<file path="config.mk">
export PLATFORM = sky130hd
export DESIGN_NAME = broadcast_frame_deframer
export DESIGN_NICKNAME = d
export VERILOG_FILES = /design/src/rtl/bfd_pkg.sv /design/src/rtl/broadcast_frame_deframer.sv /design/src/rtl/bfd_parse.sv
export SDC_FILE = /design/constraint.sdc
export NUM_CORES = 1
export LEC_CHECK = 0
export BUFFER_PORTS_ARGS = -buffer_cell sky130_fd_sc_hd__buf_2
export CAP_MARGIN = 20
export CORE_MARGIN = 2
export CORE_UTILIZATION = 63
export CTS_CLUSTER_SIZE = 30
export DETAILED_ROUTE_END_ITERATION = 6
export PLACE_DENSITY_LB_ADDON = 0.12
export SYNTH_ARGS = -nofsm -noshare
export SYNTH_HDL_FRONTEND = slang
export SYNTH_HIERARCHICAL = 1
export SYNTH_SLANG_ARGS = --single-unit
</file>
<file path="constraint.sdc">
create_clock -name clk -period 3.8 [get_ports clk]
set_input_delay 0.19 -clock clk [delete_from_list [all_inputs] [get_ports clk]]
set_output_delay 0.19 -clock clk [all_outputs]
set_load 0.005 [all_outputs]
</file>
<file path="src/rtl/bfd_pkg.sv">
// shared types and constants for the broadcast frame deframer
package bfd_pkg;

	localparam logic [7:0] BCAST_TYPE = 8'd3;
	localparam logic [1:0] HDR_LAST_IDX = 2'd3;

	typedef enum logic [1:0] {
		KIND_AUTHOR = 2'd0,
		KIND_TEXT   = 2'd1,
		KIND_EMPTY  = 2'd2,
		KIND_BAD    = 2'd3
	} kind_t;

	typedef enum logic [5:0] {
		PH_TYPE = 6'b000001,
		PH_ALEN = 6'b000010,
		PH_TLEN = 6'b000100,
		PH_AUTH = 6'b001000,
		PH_TEXT = 6'b010000,
		PH_DEAD = 6'b100000
	} phase_t;

	typedef struct packed {
		logic       valid;
		logic [7:0] data;
		kind_t      kind;
		logic       last;
	} res_t;

endpackage

</file>
<file path="src/rtl/broadcast_frame_deframer.sv">
// top level: byte stream in, tagged payload bytes out through a skid buffer
//
// in channel: in_valid / in_stall / in_byte, one stream byte per transaction.
// out channel: out_valid / out_stall / out_byte, out_kind, out_last.
// out_kind: author byte, text byte, empty-message marker, bad frame type.
// out_last marks the final result of a message.
// a transaction is taken at a rising edge with valid high and stall low.
// throughput: one byte per cycle while in_stall is low, set by the single
// parse stage updating the phase and the 32-bit length counters together.
// a result is registered in out_q, or in the skid register behind a stalled one.
// header bytes give no result, except the empty-message marker on the
// last length byte of a frame with both lengths zero.
// a wrong type byte gives one bad-type result, then all bytes are dropped.
// when the receiver stalls, one more result goes into the skid register,
// and in_stall rises while the skid register is full.
// reset clears the parser to wait for a type byte and empties both
// output registers.
module broadcast_frame_deframer (
	input  logic       clk,
	input  logic       arst_n,
	input  logic       in_valid,
	output logic       in_stall,
	input  logic [7:0] in_byte,
	output logic       out_valid,
	input  logic       out_stall,
	output logic [7:0] out_byte,
	output logic [1:0] out_kind,
	output logic       out_last
);

	bfd_pkg::res_t res;
	bfd_pkg::res_t out_q;
	bfd_pkg::res_t skid_q;
	logic          take;

	assign in_stall = skid_q.valid;
	assign take = in_valid && !in_stall;

	bfd_parse u_parse (
		.clk    (clk),
		.arst_n (arst_n),
		.take   (take),
		.in_byte(in_byte),
		.res    (res)
	);

	always_ff @(posedge clk or negedge arst_n) begin
		if (!arst_n) begin
			out_q <= '0;
			skid_q <= '0;
		end else if (skid_q.valid) begin
			if (!out_stall) begin
				out_q <= skid_q;
				skid_q.valid <= 1'b0;
			end
		end else if (res.valid) begin
			if (out_q.valid && out_stall) begin
				skid_q <= res;
			end else begin
				out_q <= res;
			end
		end else if (!out_stall) begin
			out_q.valid <= 1'b0;
		end
	end

	assign out_valid = out_q.valid;
	assign out_byte = out_q.data;
	assign out_kind = out_q.kind;
	assign out_last = out_q.last;

endmodule

</file>
<file path="src/rtl/bfd_parse.sv">
// frame parser: phase, header index and the two length counters
module bfd_parse (
	input  logic          clk,
	input  logic          arst_n,
	input  logic          take,
	input  logic [7:0]    in_byte,
	output bfd_pkg::res_t res
);

	bfd_pkg::phase_t phase_q, phase_d;
	logic [1:0]      hidx_q, hidx_d;
	logic [31:0]     alen_q, alen_d;
	logic [31:0]     tlen_q, tlen_d;
	logic [31:0]     tlen_shift;

	assign tlen_shift = {tlen_q[23:0], in_byte};

	always_comb begin
		phase_d = phase_q;
		hidx_d = hidx_q;
		alen_d = alen_q;
		tlen_d = tlen_q;
		res.valid = 1'b0;
		res.data = 8'd0;
		res.kind = bfd_pkg::KIND_AUTHOR;
		res.last = 1'b0;
		unique case (phase_q)
			bfd_pkg::PH_TYPE: begin
				if (in_byte != bfd_pkg::BCAST_TYPE) begin
					phase_d = bfd_pkg::PH_DEAD;
					res.valid = 1'b1;
					res.kind = bfd_pkg::KIND_BAD;
				end else begin
					phase_d = bfd_pkg::PH_ALEN;
					hidx_d = 2'd0;
					alen_d = 32'd0;
					tlen_d = 32'd0;
				end
			end
			bfd_pkg::PH_ALEN: begin
				alen_d = {alen_q[23:0], in_byte};
				hidx_d = hidx_q + 2'd1;
				if (hidx_q == bfd_pkg::HDR_LAST_IDX) begin
					phase_d = bfd_pkg::PH_TLEN;
				end
			end
			bfd_pkg::PH_TLEN: begin
				tlen_d = tlen_shift;
				hidx_d = hidx_q + 2'd1;
				if (hidx_q == bfd_pkg::HDR_LAST_IDX) begin
					if (alen_q != 32'd0) begin
						phase_d = bfd_pkg::PH_AUTH;
					end else if (tlen_shift != 32'd0) begin
						phase_d = bfd_pkg::PH_TEXT;
					end else begin
						phase_d = bfd_pkg::PH_TYPE;
						res.valid = 1'b1;
						res.kind = bfd_pkg::KIND_EMPTY;
						res.last = 1'b1;
					end
				end
			end
			bfd_pkg::PH_AUTH: begin
				alen_d = alen_q - 32'd1;
				res.valid = 1'b1;
				res.data = in_byte;
				res.kind = bfd_pkg::KIND_AUTHOR;
				if (alen_q == 32'd1) begin
					if (tlen_q != 32'd0) begin
						phase_d = bfd_pkg::PH_TEXT;
					end else begin
						phase_d = bfd_pkg::PH_TYPE;
						res.last = 1'b1;
					end
				end
			end
			bfd_pkg::PH_TEXT: begin
				tlen_d = tlen_q - 32'd1;
				res.valid = 1'b1;
				res.data = in_byte;
				res.kind = bfd_pkg::KIND_TEXT;
				if (tlen_q == 32'd1) begin
					phase_d = bfd_pkg::PH_TYPE;
					res.last = 1'b1;
				end
			end
			bfd_pkg::PH_DEAD: begin
			end
			default: begin
				phase_d = bfd_pkg::PH_DEAD;
			end
		endcase
		if (!take) begin
			res.valid = 1'b0;
		end
	end

	always_ff @(posedge clk or negedge arst_n) begin
		if (!arst_n) begin
			phase_q <= bfd_pkg::PH_TYPE;
			hidx_q <= 2'd0;
			alen_q <= 32'd0;
			tlen_q <= 32'd0;
		end else if (take) begin
			phase_q <= phase_d;
			hidx_q <= hidx_d;
			alen_q <= alen_d;
			tlen_q <= tlen_d;
		end
	end

endmodule

</file>
==> out/summary.md <==
The flow ran to the end, and the final reports show no timing, DRC or antenna violations. The final worst-path cycle share is 0.876, and the combinational share of power is 0.033. The number of slew-limit violations in the final report was 0; the cell row count was 35. Register cell area after layout: 0.00240 mm2. The tools report the number of hold violations in the final report as 0. Counting every sink on the clock net gives 96.

Post-CTS setup buffer count: 0. By startpoint and endpoint, the worst setup path is classified as flop to flop. The detail route stage leaves a number of antenna-violating nets equal to 0.

The average instance area after synthesis came out at 9.22 um2. The share of the core filled with cells in the final layout was 0.695; the horizontal extent of the die was 102 um. For this run the aggregate overflow at the end of global routing stands at 0.

No sink is reached through more buffers than the 2 on the longest clock path. The root buffer cell chosen for the clock tree is sky130_fd_sc_hd__clkbuf_8. For this run, the leading register cell type out of synthesis is sky130_fd_sc_hd__dfrtp_1. The number of antenna diodes in the final layout is 0. For the floorplan core area, the log shows 0.00928 mm2. After synthesis, the netlist uses 75 different library cells. Setup repair after global routing left no endpoint under its margin. The multi-input combinational cells in the finished layout cover a total of 0.00335 mm2. For this run, the post-layout net count is 678. The maximum fanout along the worst path was 11; the slew at the pin closest to its max-slew limit was 0.971 ns.

For this run, design rule violations remaining after detail routing come to 0. The library cells used most frequently in the layout, excluding fill and tap cells, are 95 x sky130_fd_sc_hd__dfrtp_1, 73 x sky130_fd_sc_hd__o21ai_0, 43 x sky130_fd_sc_hd__nor2_1. The most common cell after layout, fill and taps aside is sky130_fd_sc_hd__dfrtp_1. The floorplan die area was 0.0104 mm2. The final instance area was 0.00646 mm2; the port buffer count was 24.

For the power share of the clock group, the log shows 0.402. The switching share of power was 0.251. The tools report the number of DRC markers in iteration 0 as 611.

The fraction of registers with async set/reset was 1.00; the internal power component was 1.36 mW. Routability-driven placement finished with a final weighted congestion of 0.905. The number of warnings reported in the yosys synthesis log came out at 6. TritonCTS built the clock tree. Across all layers, the routed design uses 5,562 vias. The run gives 0.0131 ns as the setup skew after layout.

The die is 102 um tall. The sum of negative setup slack was 0 ns. The synthesized design contains 96 register bits. The clock reaches the later pin of the worst-skew pair after 0.38 ns. Instance area after placement: 0.00621 mm2.

The final critical delay including setup and external delays was 3.33 ns; the first-pass GRT wire length was 26.9 mm. Summed over all cells, the static leakage comes to 2.72 nW. At the worst endpoint, the required time is 4.07 ns. For the number of hold-repair buffers added at the cts stage, the log shows 0. The count of pins on the block boundary came out at 25.

The logs give 0.330 for the global routing usage summed across all routing layers and 11.1 mm for the total half-perimeter wirelength after legalization and detailed placement. The number of levels the H-tree was split into was 3; the synthesized instance count was 658. After clock tree synthesis, the repair step resized 0 gates. Static timing analysis puts the maximum clock frequency at 300 MHz. The arrival time at the worst endpoint is 3.60 ns, and the power share of the sequential group is 0.565.

The number of nets handed over by synthesis was 675. Fill cells in the final layout number 740. The via count of the first global-routing pass came out at 5,240.

The pre-antenna-repair detailed-routing pass consisted of 6 iterations. The fraction of the yosys area taken by sequential cells is 0.396. In this run the cell area of the synthesized design comes to 0.00607 mm2. The initial antenna violation count is 2, and the average detailed-routed wire length per instance is 20.6 um. Counting the buffers created by CTS gives 9. The starting utilization of the core area is 0.654. Kind of start point of the critical path: a flop. The worst max-slew margin expressed relative to the limit was 0.346.

The number of max-cap violations was 0. The tools report the worst voltage drop across the vdd grid as 0.170 mV. The worst min-delay path category was input pin to flop.

The fraction of final layout cells with drive strength greater than 1 is 0.155, and the largest net degree at the start of global routing is 79. The ratio of total power to cell area came out at 281 mW/mm2. The worst setup path is captured at a flop. Clock-pin slew was measured on the worst setup and hold paths at 0.10 ns. The tools report the final-report setup violation count as 0. The number of flops mapped to enable cells by yosys was 0; the via-per-instance ratio was 7.00.

Hold is met by 0.0583 ns. The analysis attributes to net switching a power of 0.456 mW. The final wirelength was 16.3 mm; the layout overhead on the synthesized area was 6.37%.
worst paths after layout:
kind / startpoint / end / slack (ns) / depth (start not counted)
worst max-delay path: u_parse/tlen_q[0] / skid_q[10] / 0.47 / 8
worst min-delay path: out_stall / out_valid / 0.06 / 2
worst max register to register: u_parse/tlen_q[0] / skid_q[10] / 0.47 / 8
max in group asynchronous: arst_n / u_parse/phase_q[0] / 2.98 / 3
min in group asynchronous: arst_n / u_parse/alen_q[26] / 0.21 / 2
worst min register to register: skid_q[8] / skid_q[8] / 0.51 / 1
power groups by stage:
stage          registers [mW]  logic [mW]  clock network (mW)
2_1_floorplan            1.04      0.0165                   0
3_3_place_gp             1.05      0.0551                   0
3_5_place_dp             1.05      0.0562                   0
4_1_cts                  1.03      0.0564               0.729
5_1_grt                  1.03      0.0665               0.784
6_report                 1.03      0.0603               0.729
cell type report:
type                    count  area share
flip-flops and latches     96       0.372
inverters                  16     0.00930
well taps                 129      0.0250
repair buffers             41      0.0422
clock buffers               9      0.0192
clock inverters             7      0.0132
multi-input cells         497       0.519
kinds of logic after synthesis:
family	Yosys count	share of synthesized area
adders and majority gates	5	0.0103
xor gates and xnor gates	2	0.00289
buffers and inverters	65	0.0522
DFF	96	0.396
muxes	39	0.0833
and+or+nand+nor	213	0.197
AOI/OAI and AO/OA	238	0.259
stage by stage:
step,worst slack [ns],instances,power [mW]
global placement,0.608,777,1.10
finish,0.471,795,1.82
floorplan,0.919,658,1.06
detailed placement,0.504,777,1.10
global route,0.274,795,1.88
CTS,0.486,793,1.81
state kept, by name (all words and copies together), names as in the netlist:
signal / count
in_stall: 1
out_byte: 8
out_kind: 2
out_last: 1
out_valid: 1
skid_q: 11
u_parse/alen_q: 32
u_parse/hidx_q: 2
u_parse/phase_q: 6
u_parse/tlen_q: 32
cells in the mapped netlist (all sizes together) (2+ instances only):
| library cell | count | area, um2 |
|---|---|---|
| o22ai | 6 | 37.5 |
| a21o | 3 | 22.5 |
| nor2 | 43 | 161 |
| nand4b | 2 | 23.8 |
| o21ai | 86 | 430 |
| buf | 18 | 139 |
| a221oi | 2 | 17.5 |
| nor4 | 34 | 213 |
| o211ai | 2 | 15.0 |
| dfrtp | 95 | 2380 |
| nor2b | 3 | 18.8 |
| nor3 | 34 | 180 |
| nand2 | 28 | 105 |
| o221a | 3 | 33.8 |
| nor4b | 3 | 32.5 |
| mux2 | 38 | 495 |
| nand2b | 4 | 25.0 |
| and4 | 3 | 26.3 |
| and3b | 2 | 17.5 |
| ha | 5 | 62.6 |
| a21oi | 42 | 210 |
| and3 | 3 | 18.8 |
| a22oi | 25 | 188 |
| and2 | 9 | 56.3 |
| o2bb2ai | 15 | 131 |
| or3 | 10 | 62.6 |
| or4 | 8 | 63.8 |
| nand3 | 10 | 55.1 |
| nand4 | 8 | 56.3 |
| o41ai | 2 | 17.5 |
| xnor2 | 2 | 17.5 |
| a22o | 11 | 96.3 |
| inv | 16 | 60.1 |
| nor3b | 2 | 20.0 |
| a32oi | 12 | 105 |
| clkbuf | 31 | 118 |
| or2 | 2 | 12.5 |
| a21boi | 2 | 15.0 |
| a41oi | 4 | 35.0 |
| a31oi | 7 | 43.8 |
| o21a | 2 | 16.3 |
| o221ai | 4 | 47.6 |
| a211oi | 2 | 15.0 |
layer usage:
layer	routed length [um]	track usage
met4	308	0.0985
met1	7160	0.482
met3	1490	0.0677
met5	0	0
met2	7390	0.497
worst max-delay path, stage by stage (launching register included):
cell and delay [ns]:
sky130_fd_sc_hd__dfrtp_1 0.45, sky130_fd_sc_hd__inv_1 0.10, sky130_fd_sc_hd__ha_1 0.22, sky130_fd_sc_hd__or4b_2 0.67
sky130_fd_sc_hd__nor4_1 0.32, sky130_fd_sc_hd__nand3_1 0.19, sky130_fd_sc_hd__a41oi_1 0.41, sky130_fd_sc_hd__nand4_2 0.41
sky130_fd_sc_hd__mux2_1 0.44
No activity file was read; power rests on OpenSTA's default activity.
